<file path="config.mk">
export PLATFORM = sky130hd
export DESIGN_NAME = command_prefix_payload_capture_unit
export DESIGN_NICKNAME = d
export VERILOG_FILES = /design/src/rtl/cpc_pkg.sv /design/src/rtl/command_prefix_payload_capture_unit.sv
export SDC_FILE = /design/constraint.sdc
export NUM_CORES = 1
export LEC_CHECK = 0
export BUFFER_PORTS_ARGS = -buffer_cell sky130_fd_sc_hd__buf_2
export CAP_MARGIN = 20
export CORE_UTILIZATION = 60
export CTS_CLUSTER_SIZE = 10
export DETAILED_ROUTE_END_ITERATION = 16
export PLACE_DENSITY = 0.94
export SYNTH_ARGS = -nofsm -noshare
export SYNTH_HDL_FRONTEND = slang
export SYNTH_SLANG_ARGS = --single-unit
</file>
<file path="constraint.sdc">
create_clock -name clk -period 8.3 [get_ports clk]
set_input_delay 0.83 -clock clk [delete_from_list [all_inputs] [get_ports clk]]
set_output_delay 0.83 -clock clk [all_outputs]
set_load 0.01 [all_outputs]
</file>
<file path="src/rtl/cpc_pkg.sv">
`default_nettype none

package cpc_pkg;

  localparam int NUM_CMDS = 4;
  localparam int CMD_W    = 2;
  localparam int CNT_W    = 3;
  localparam int LEN_W    = 7;
  localparam int POS_W    = 6;
  localparam int BYTE_W   = 8;

  localparam logic [BYTE_W-1:0] END_MARKER_RESET = 8'd42;

  localparam logic MODE_RX   = 1'b0;
  localparam logic MODE_TAKE = 1'b1;

  localparam logic [CMD_W-1:0] CMD_LED  = 2'd0;
  localparam logic [CMD_W-1:0] CMD_CFG  = 2'd1;
  localparam logic [CMD_W-1:0] CMD_TIME = 2'd2;
  localparam logic [CMD_W-1:0] CMD_CTR  = 2'd3;

  // Prefix characters, element 0 is the first character of the prefix.
  localparam logic [5:0][BYTE_W-1:0] PREFIX_LED  = {8'h00, ",", "D", "E", "L", "#"};
  localparam logic [5:0][BYTE_W-1:0] PREFIX_CFG  = {8'h00, ",", "G", "F", "C", "#"};
  localparam logic [5:0][BYTE_W-1:0] PREFIX_TIME = {",", "E", "M", "I", "T", "#"};
  localparam logic [5:0][BYTE_W-1:0] PREFIX_CTR  = {8'h00, ",", "R", "T", "C", "#"};

  typedef struct packed {
    logic              mode;
    logic [BYTE_W-1:0] rx_byte;
  } in_item_t;

  typedef struct packed {
    logic                 payload_valid;
    logic [CMD_W-1:0]     cmd_index;
    logic [BYTE_W-1:0]    payload_byte;
    logic [POS_W-1:0]     payload_pos;
    logic                 message_done;
    logic                 message_dropped;
    logic                 taken_valid;
    logic [CMD_W-1:0]     taken_index;
    logic [NUM_CMDS-1:0]  pending_flags;
  } out_item_t;

  function automatic logic [CNT_W-1:0] prefix_len(input logic [CMD_W-1:0] cmd);
    logic [CNT_W-1:0] len;
    case (cmd)
      CMD_TIME: len = 3'd6;
      default:  len = 3'd5;
    endcase
    return len;
  endfunction

  function automatic logic [BYTE_W-1:0] prefix_char(input logic [CMD_W-1:0] cmd,
                                                    input logic [CNT_W-1:0] n);
    logic [5:0][BYTE_W-1:0] row;
    logic [BYTE_W-1:0]      ch;
    case (cmd)
      CMD_LED:  row = PREFIX_LED;
      CMD_CFG:  row = PREFIX_CFG;
      CMD_TIME: row = PREFIX_TIME;
      CMD_CTR:  row = PREFIX_CTR;
      default:  row = PREFIX_LED;
    endcase
    case (n)
      3'd0:    ch = row[0];
      3'd1:    ch = row[1];
      3'd2:    ch = row[2];
      3'd3:    ch = row[3];
      3'd4:    ch = row[4];
      3'd5:    ch = row[5];
      default: ch = 8'h00;
    endcase
    return ch;
  endfunction

endpackage

`default_nettype wire

</file>
<file path="src/rtl/command_prefix_payload_capture_unit.sv">
// The result of an accepted input transaction appears on out_* in the next cycle.
// Throughput: one transaction per cycle; the only limit is the single output
// register, which holds the input off only while a result waits under out_stall.
// Reset (rst_n low, synchronous): no capture, all match counters and pending
// flags clear, end marker returns to 42 ('*'), output register empty.
`default_nettype none

module command_prefix_payload_capture_unit #(
  parameter int MAX_PAYLOAD = 64
) (
  input  wire logic                      clk,
  input  wire logic                      rst_n,
  // Input channel: a received byte or a take request.
  input  wire logic                      in_valid,
  output logic                           in_stall,
  input  wire cpc_pkg::in_item_t         in_data,
  // Result channel: exactly one result per input transaction.
  output logic                           out_valid,
  input  wire logic                      out_stall,
  output cpc_pkg::out_item_t             out_data,
  // Configuration: end marker byte.
  input  wire logic                      cfg_wr_en,
  input  wire logic [cpc_pkg::BYTE_W-1:0] cfg_wr_data
);

  localparam int NC = cpc_pkg::NUM_CMDS;

  // The payload length counter is seven bits wide, so the limit must fit there.
  localparam logic [cpc_pkg::LEN_W-1:0] LEN_LIMIT = cpc_pkg::LEN_W'(MAX_PAYLOAD);

  // Architectural state of the recognizer.
  logic                              capturing_r, capturing_nxt;
  logic [cpc_pkg::CNT_W-1:0]         cnt_r   [NC];
  logic [cpc_pkg::CNT_W-1:0]         cnt_nxt [NC];
  logic [cpc_pkg::CMD_W-1:0]         active_r, active_nxt;
  logic [cpc_pkg::LEN_W-1:0]         len_r, len_nxt;
  logic [NC-1:0]                     pending_r, pending_nxt;
  logic [cpc_pkg::BYTE_W-1:0]        end_marker_r;

  // Output register.
  logic                              out_valid_r;
  cpc_pkg::out_item_t                out_data_r;
  cpc_pkg::out_item_t                res;

  logic                              in_accept;
  logic [cpc_pkg::LEN_W-1:0]         len_inc;

  // The output register can take a new result when it is empty or is being
  // drained in this same cycle; while so, a new transaction enters every cycle.
  assign in_stall  = out_valid_r && out_stall;
  assign in_accept = in_valid && !in_stall;
  assign out_valid = out_valid_r;
  assign out_data  = out_data_r;

  assign len_inc = len_r + cpc_pkg::LEN_W'(1);

  always_comb begin
    logic end_now;
    logic [cpc_pkg::CNT_W-1:0] n;

    capturing_nxt = capturing_r;
    active_nxt    = active_r;
    len_nxt       = len_r;
    pending_nxt   = pending_r;
    for (int i = 0; i < NC; i++) begin
      cnt_nxt[i] = cnt_r[i];
    end
    end_now = 1'b0;
    n       = '0;
    res     = '0;

    if (in_data.mode == cpc_pkg::MODE_TAKE) begin
      // Clear the lowest-numbered pending flag. The scan runs from the top,
      // so the last hit is the winner.
      for (int i = NC - 1; i >= 0; i--) begin
        if (pending_r[i]) begin
          res.taken_valid = 1'b1;
          res.taken_index = cpc_pkg::CMD_W'(i);
        end
      end
      if (res.taken_valid) begin
        pending_nxt[res.taken_index] = 1'b0;
      end
    end else if (!capturing_r) begin
      // All four prefixes are tracked side by side. A mismatching byte only
      // clears the counter; it is not retried as a first character. When two
      // prefixes complete on one byte the higher index is taken last and wins.
      for (int i = 0; i < NC; i++) begin
        n = cnt_r[i];
        if (n < cpc_pkg::prefix_len(cpc_pkg::CMD_W'(i)) &&
            in_data.rx_byte == cpc_pkg::prefix_char(cpc_pkg::CMD_W'(i), n)) begin
          cnt_nxt[i] = n + cpc_pkg::CNT_W'(1);
          if (cnt_nxt[i] == cpc_pkg::prefix_len(cpc_pkg::CMD_W'(i))) begin
            active_nxt    = cpc_pkg::CMD_W'(i);
            capturing_nxt = 1'b1;
            len_nxt       = '0;
          end
        end else begin
          cnt_nxt[i] = '0;
        end
      end
    end else begin
      // Capturing a payload for the active command.
      res.cmd_index = active_r;
      if (pending_r[active_r]) begin
        // The previous message of this command has not been taken yet.
        res.message_dropped = 1'b1;
        end_now             = 1'b1;
      end else if (in_data.rx_byte == end_marker_r) begin
        pending_nxt[active_r] = 1'b1;
        res.message_done      = 1'b1;
        end_now               = 1'b1;
      end else begin
        res.payload_valid = 1'b1;
        res.payload_byte  = in_data.rx_byte;
        res.payload_pos   = len_r[cpc_pkg::POS_W-1:0];
      end
      len_nxt = len_inc;
      // The byte at the last allowed position is still emitted; the message
      // is then dropped unless that byte already closed it.
      if (len_inc >= LEN_LIMIT) begin
        if (!end_now) begin
          res.message_dropped = 1'b1;
        end
        end_now = 1'b1;
      end
      if (end_now) begin
        capturing_nxt = 1'b0;
        for (int i = 0; i < NC; i++) begin
          cnt_nxt[i] = '0;
        end
      end
    end

    res.pending_flags = pending_nxt;
  end

  always_ff @(posedge clk) begin
    if (!rst_n) begin
      capturing_r  <= 1'b0;
      active_r     <= '0;
      len_r        <= '0;
      pending_r    <= '0;
      end_marker_r <= cpc_pkg::END_MARKER_RESET;
      out_valid_r  <= 1'b0;
      for (int i = 0; i < NC; i++) begin
        cnt_r[i] <= '0;
      end
    end else begin
      if (cfg_wr_en) begin
        end_marker_r <= cfg_wr_data;
      end
      if (in_accept) begin
        capturing_r <= capturing_nxt;
        active_r    <= active_nxt;
        len_r       <= len_nxt;
        pending_r   <= pending_nxt;
        for (int i = 0; i < NC; i++) begin
          cnt_r[i] <= cnt_nxt[i];
        end
        out_valid_r <= 1'b1;
      end else if (!out_stall) begin
        out_valid_r <= 1'b0;
      end
    end
  end

  // Result payload needs no reset; it is qualified by out_valid_r.
  always_ff @(posedge clk) begin
    if (in_accept) begin
      out_data_r <= res;
    end
  end

endmodule

`default_nettype wire

</file>
Yosys cells after proc, flatten, opt, wreduce, memory -nomap -nowiden
Memory sizes are Yosys's and may differ from the RTL's.
Index checks and enable logic that the tools add are counted.
W data, S select, Z words.

storage, ports and cells
  memory bits (writable) = 12
  register bits after elaboration = 49
  output and inout port bits = 28
  input bits = 22
  memories = 1

memory list
  memory  depth  bits a word  read ports  clocked after memory_dff  write ports  line                                       RTL
  cnt_r   4      3            4           0                         4            command_prefix_payload_capture_unit.sv:33  logic [cpc_pkg::CNT_W-1:0] cnt_r [NC];

cells by class
  equal/unequal tests = 27
  bitwise operators = 9
  reductions and logical operators = 18
  add/sub/neg operators = 5
  order comparisons = 9
  multiplexer cells = 99

operators with widths
  kind                   number
  $pmux W7 S5            3
  $mux W3                29
  $mux W8                8
  $mux W7                9
  $pmux W7 S6            1
  $eq A8 B8 Y1           5
  $mux W12               3
  $mux W1                30
  $eq A3 B2 Y1 const B   8
  $mux W4                5
  $mux W2                8
  $eq A3 B3 Y1 const B   5
  $add A3 B1 Y3 const B  4
  $eq A3 B1 Y1 const B   4
  $eq A3 B3 Y1           4
  $logic_not A3 Y1       4
  $lt A3 B3 Y1           4
  $logic_and A1 B1 Y1    8
  $add A7 B1 Y7 const B  1
  $ge A7 B7 Y1 const B   1
  $lt A2 B3 Y1 const B   2
  $and A4 B4 Y4          1
  $demux W1 S2           2
  $ge A2 B1 Y1 const B   2
  12 further kinds       16

Logic depth before layout (Yosys ltp)
An unclocked memory read counts as a cell.

  word-level depth = 20
  mapped depth = 11
  mapped depth without buffers = 9

Worst setup path before layout
No wires, ideal clock.

  kind = input-to-reg
  start point = input out_stall
  end point = memory cnt_r[0][0] (netlist bit), enable pin
  data arrival time = 2.546 ns
  stages on the path = 7
  path slack = 5.424 ns
  setup time = 0.329 ns
  path buffers = 1
  cells stage by stage = nand2_1 -> nand2_1 -> clkinv_1 -> nand2b_1 -> clkbuf_1 -> a21o_1 -> nand2_1

RTL lines
  item                line                                       RTL
  start: declaration  command_prefix_payload_capture_unit.sv:19  input wire logic out_stall,
  end: declaration    command_prefix_payload_capture_unit.sv:33

==> run summary <==
Status - finished clean
DRT Wirelength - 8700 um
Antenna cell count - 0
Hpwl dp - 5860 um
Critical Path AT - 3.22 ns
Worst Skew - 0.00604 ns
DR vias/cell - 6.32
Post-synthesis compound-gate area fraction - 16.0%
Largest family of logic cells by synthesized area - simple AND/OR/NAND/NOR gates
Hold_ws - 0.506 ns
Die area - 6530 um^2
Crit path capture type - register
Clock Tree Root - clkbuf_8
Total power divided by cell area - 168 nW/um^2
Core area - 5960 um^2
Yosys reg bits - 61
HP Class - register to register
Reg2reg start - cnt_r[1][0]
Slew margin rel. - 49.3%
Worst hold endpoint - end_marker_r[5]
Router iterations before antenna repair - 5
GRT Util Overall - 28.7%
Reg clk slew, reported paths - 0.06 ns
Initial Util - 62.6%
First DRT Iteration DRCs - 315
Final Cycle Share - 36.3%
Sequential fraction of the synthesis area - 43.0%
Warnings, synthesis - 0
Largest net degree at the start of global routing - 34
Cells after synthesis - 389
CTS tree - yes
Postcts setup bufs - 0
Fraction of the mapped netlist area in adder cells - 8.06%
Avg Cell Area, Syn - 9.58 um^2
Final core utilization - 70.6%
Routed Antenna Nets - 0
Dpl ws - 4.74 ns
EDFF count, synth - 38
Max Root-Sink Buffers - 2
Average wire per standard cell - 17.0 um
Mux cell area share after synthesis - 3.59%
Post-route insts no fill - 513
Max Cap Viol - 0
Peak supply drop - 0.150 mV
Crit path required time - 8.50 ns
Layout area overhead - 12.8%
Dominant cells by area after synthesis - edfxtp_1 31%, dfxtp_1 12%, ha_1 8.1%
Final worst path period need - 3.02 ns
I/O Buffers - 49
Worst-Skew Late Latency - 0.35 ns
Post-Syn Nets - 435
Post-synth ARST share - 0%
CTS hold repair buffers - 0
Share of cells above drive strength 1 - 16.9%
RSZ-0062 raised after global routing - no
Final Max Slew Viols - 0
FMAX - 331 MHz
Post-Synth Simple-Gate Area - 19.3%
Clk sinks - 61
Most area-hungry cell type in the Yosys netlist - edfxtp_1
Row count - 28
Final Wtd Congestion - 0.875
Worst hold start - end_marker_r[5]
Die width - 80.8 um
Post-synthesis xor/xnor area fraction - 4.70%
CP max FO - 7
Hold Crit Depth - 2
Setup TNS - 0 ns
Initial antenna violation count - 0
# IOs - 50
Final setup fails - 0
Reg-to-Reg End - len_r[4]
First-pass GRT wire length - 14000 um
Post-cts sizing count - 0
Fin. Hold Viols - 0
Reg-to-reg setup timing slack - 5.28 ns
Worst setup margin - 5.28 ns
Worst slew pin tran - 0.755 ns
Grt ovf - 0
DRC viols - 0
H-tree Lvls - 3
Die Span Y - 80.8 um
Synth Flop Type - edfxtp_1
Number of nets in the layout - 479
Fillers - 438
Startpoint type of the worst setup path - register
Reg2Reg Depth - 9
Cell Area, Synth - 3730 um^2
Distinct cells, synth - 61
Via count - 3240
Num CTS Buffers - 9
Synth top area share - 30.6%
Crit path kind - register to register
LEAKAGE - 0.00175 uW
Post-placement cell count - 496
Vias in the first global route - 3072
layout make-up:
| type | instances | area, um^2 | share of cell area (%) |
|---|---|---|---|
| clock buffers | 15 | 176 | 4.20 |
| clock inverters | 1 | 30.0 | 0.714 |
| inverters | 28 | 105 | 2.50 |
| multi-input cells | 283 | 1920 | 45.8 |
| flip-flops and latches | 61 | 1600 | 38.1 |
| well taps | 75 | 93.8 | 2.23 |
| repair buffers | 50 | 273 | 6.49 |
report_power, final:
part           total (uW)  internal, uW  switching (uW)
Sequential            342           333            8.81
Combinational        91.1          36.3            54.9
Clock                 273           164             109
cells in the mapped netlist (all sizes together), types with 4 or more instances:
cell,n
nor2b,5
nor3,10
xor2,12
edfxtp,38
nor2,36
buf,11
clkbuf,6
dfxtp,23
nand3,10
nor4,5
nand2,28
xnor2,8
mux2i,10
and3,4
o21ai,12
a21oi,23
a211oi,10
ha,24
nand4,7
inv,26
nand2b,12
and2,14
per-layer routing:
| metal | vias up | wire length [um] | GRT usage, % |
|---|---|---|---|
| met4 | 0 | 439 | 16.1 |
| li1 | 1486 | - | - |
| met3 | 55 | 771 | 9.21 |
| met5 | - | 0 | 0 |
| met1 | 1509 | 3320 | 32.7 |
| met2 | 190 | 4170 | 47.5 |
worst max-delay path: stages (launching register included):
cell and delay (ns):
edfxtp_1 0.49, ha_1 0.29, ha_1 0.22, a211o_1 0.33
a221o_1 0.38, a21oi_1 0.14, or4b_4 0.50, nand4_2 0.12
or2_1 0.26, a311oi_1 0.13
how the worst max path moves through the flow:
stage,slack (ns),to,startpoint
floorplan,5.42,cnt_r[0][0],out_stall
global placement,4.95,cnt_r[1][1],out_stall
detailed placement,4.74,cnt_r[0][0],out_stall
CTS,5.05,cnt_r[3][1],out_stall
global route,5.12,len_r[4],cnt_r[1][0]
finish,5.28,len_r[4],cnt_r[1][0]
cell usage in the layout (no fill, tap or decap), types with 3 or more instances in the layout:
cell type / Yosys / layout
a211oi_1: 10 / 10
a21o_1: 3 / 3
a21oi_1: 23 / 23
a31oi_1: 3 / 3
and2_1: 14 / 14
and3_1: 4 / 4
buf_2: 7 / 49
clkbuf_1: 6 / 3
clkbuf_8: 0 / 12
dfxtp_1: 23 / 23
edfxtp_1: 38 / 38
ha_1: 24 / 24
inv_1: 26 / 26
mux2i_1: 10 / 10
nand2_1: 28 / 28
nand2b_1: 12 / 12
nand3_1: 10 / 10
nand4_1: 6 / 6
nor2_1: 36 / 36
nor2b_1: 5 / 5
nor3_1: 10 / 10
nor4_1: 5 / 5
o211ai_1: 3 / 3
o21a_1: 3 / 3
o21ai_0: 12 / 12
or3_1: 3 / 3
xnor2_1: 8 / 8
xor2_1: 12 / 12
stage by stage:
stage / power (uW) / area [um^2]
finish: 706 / 4200
global route: 727 / 4200
CTS: 703 / 4180
detailed placement: 435 / 3970
global placement: 429 / 3970
floorplan: 409 / 3730
cells by family after synthesis:
| group | count (synthesis) |
|---|---|
| compound gates | 86 |
| xor+xnor | 20 |
| fa+ha+maj | 24 |
| buf+inv | 45 |
| flops | 61 |
| mux | 12 |
| simple gates | 141 |
sequential cells by signal (all words and copies together) (netlist names):
name / cells
out_valid: 1
pending_r: 4
len_r: 7
cnt_r: 12
end_marker_r: 8
out_data: 26
active_r: 2
capturing_r: 1
Power figures use the tool's default switching activity.
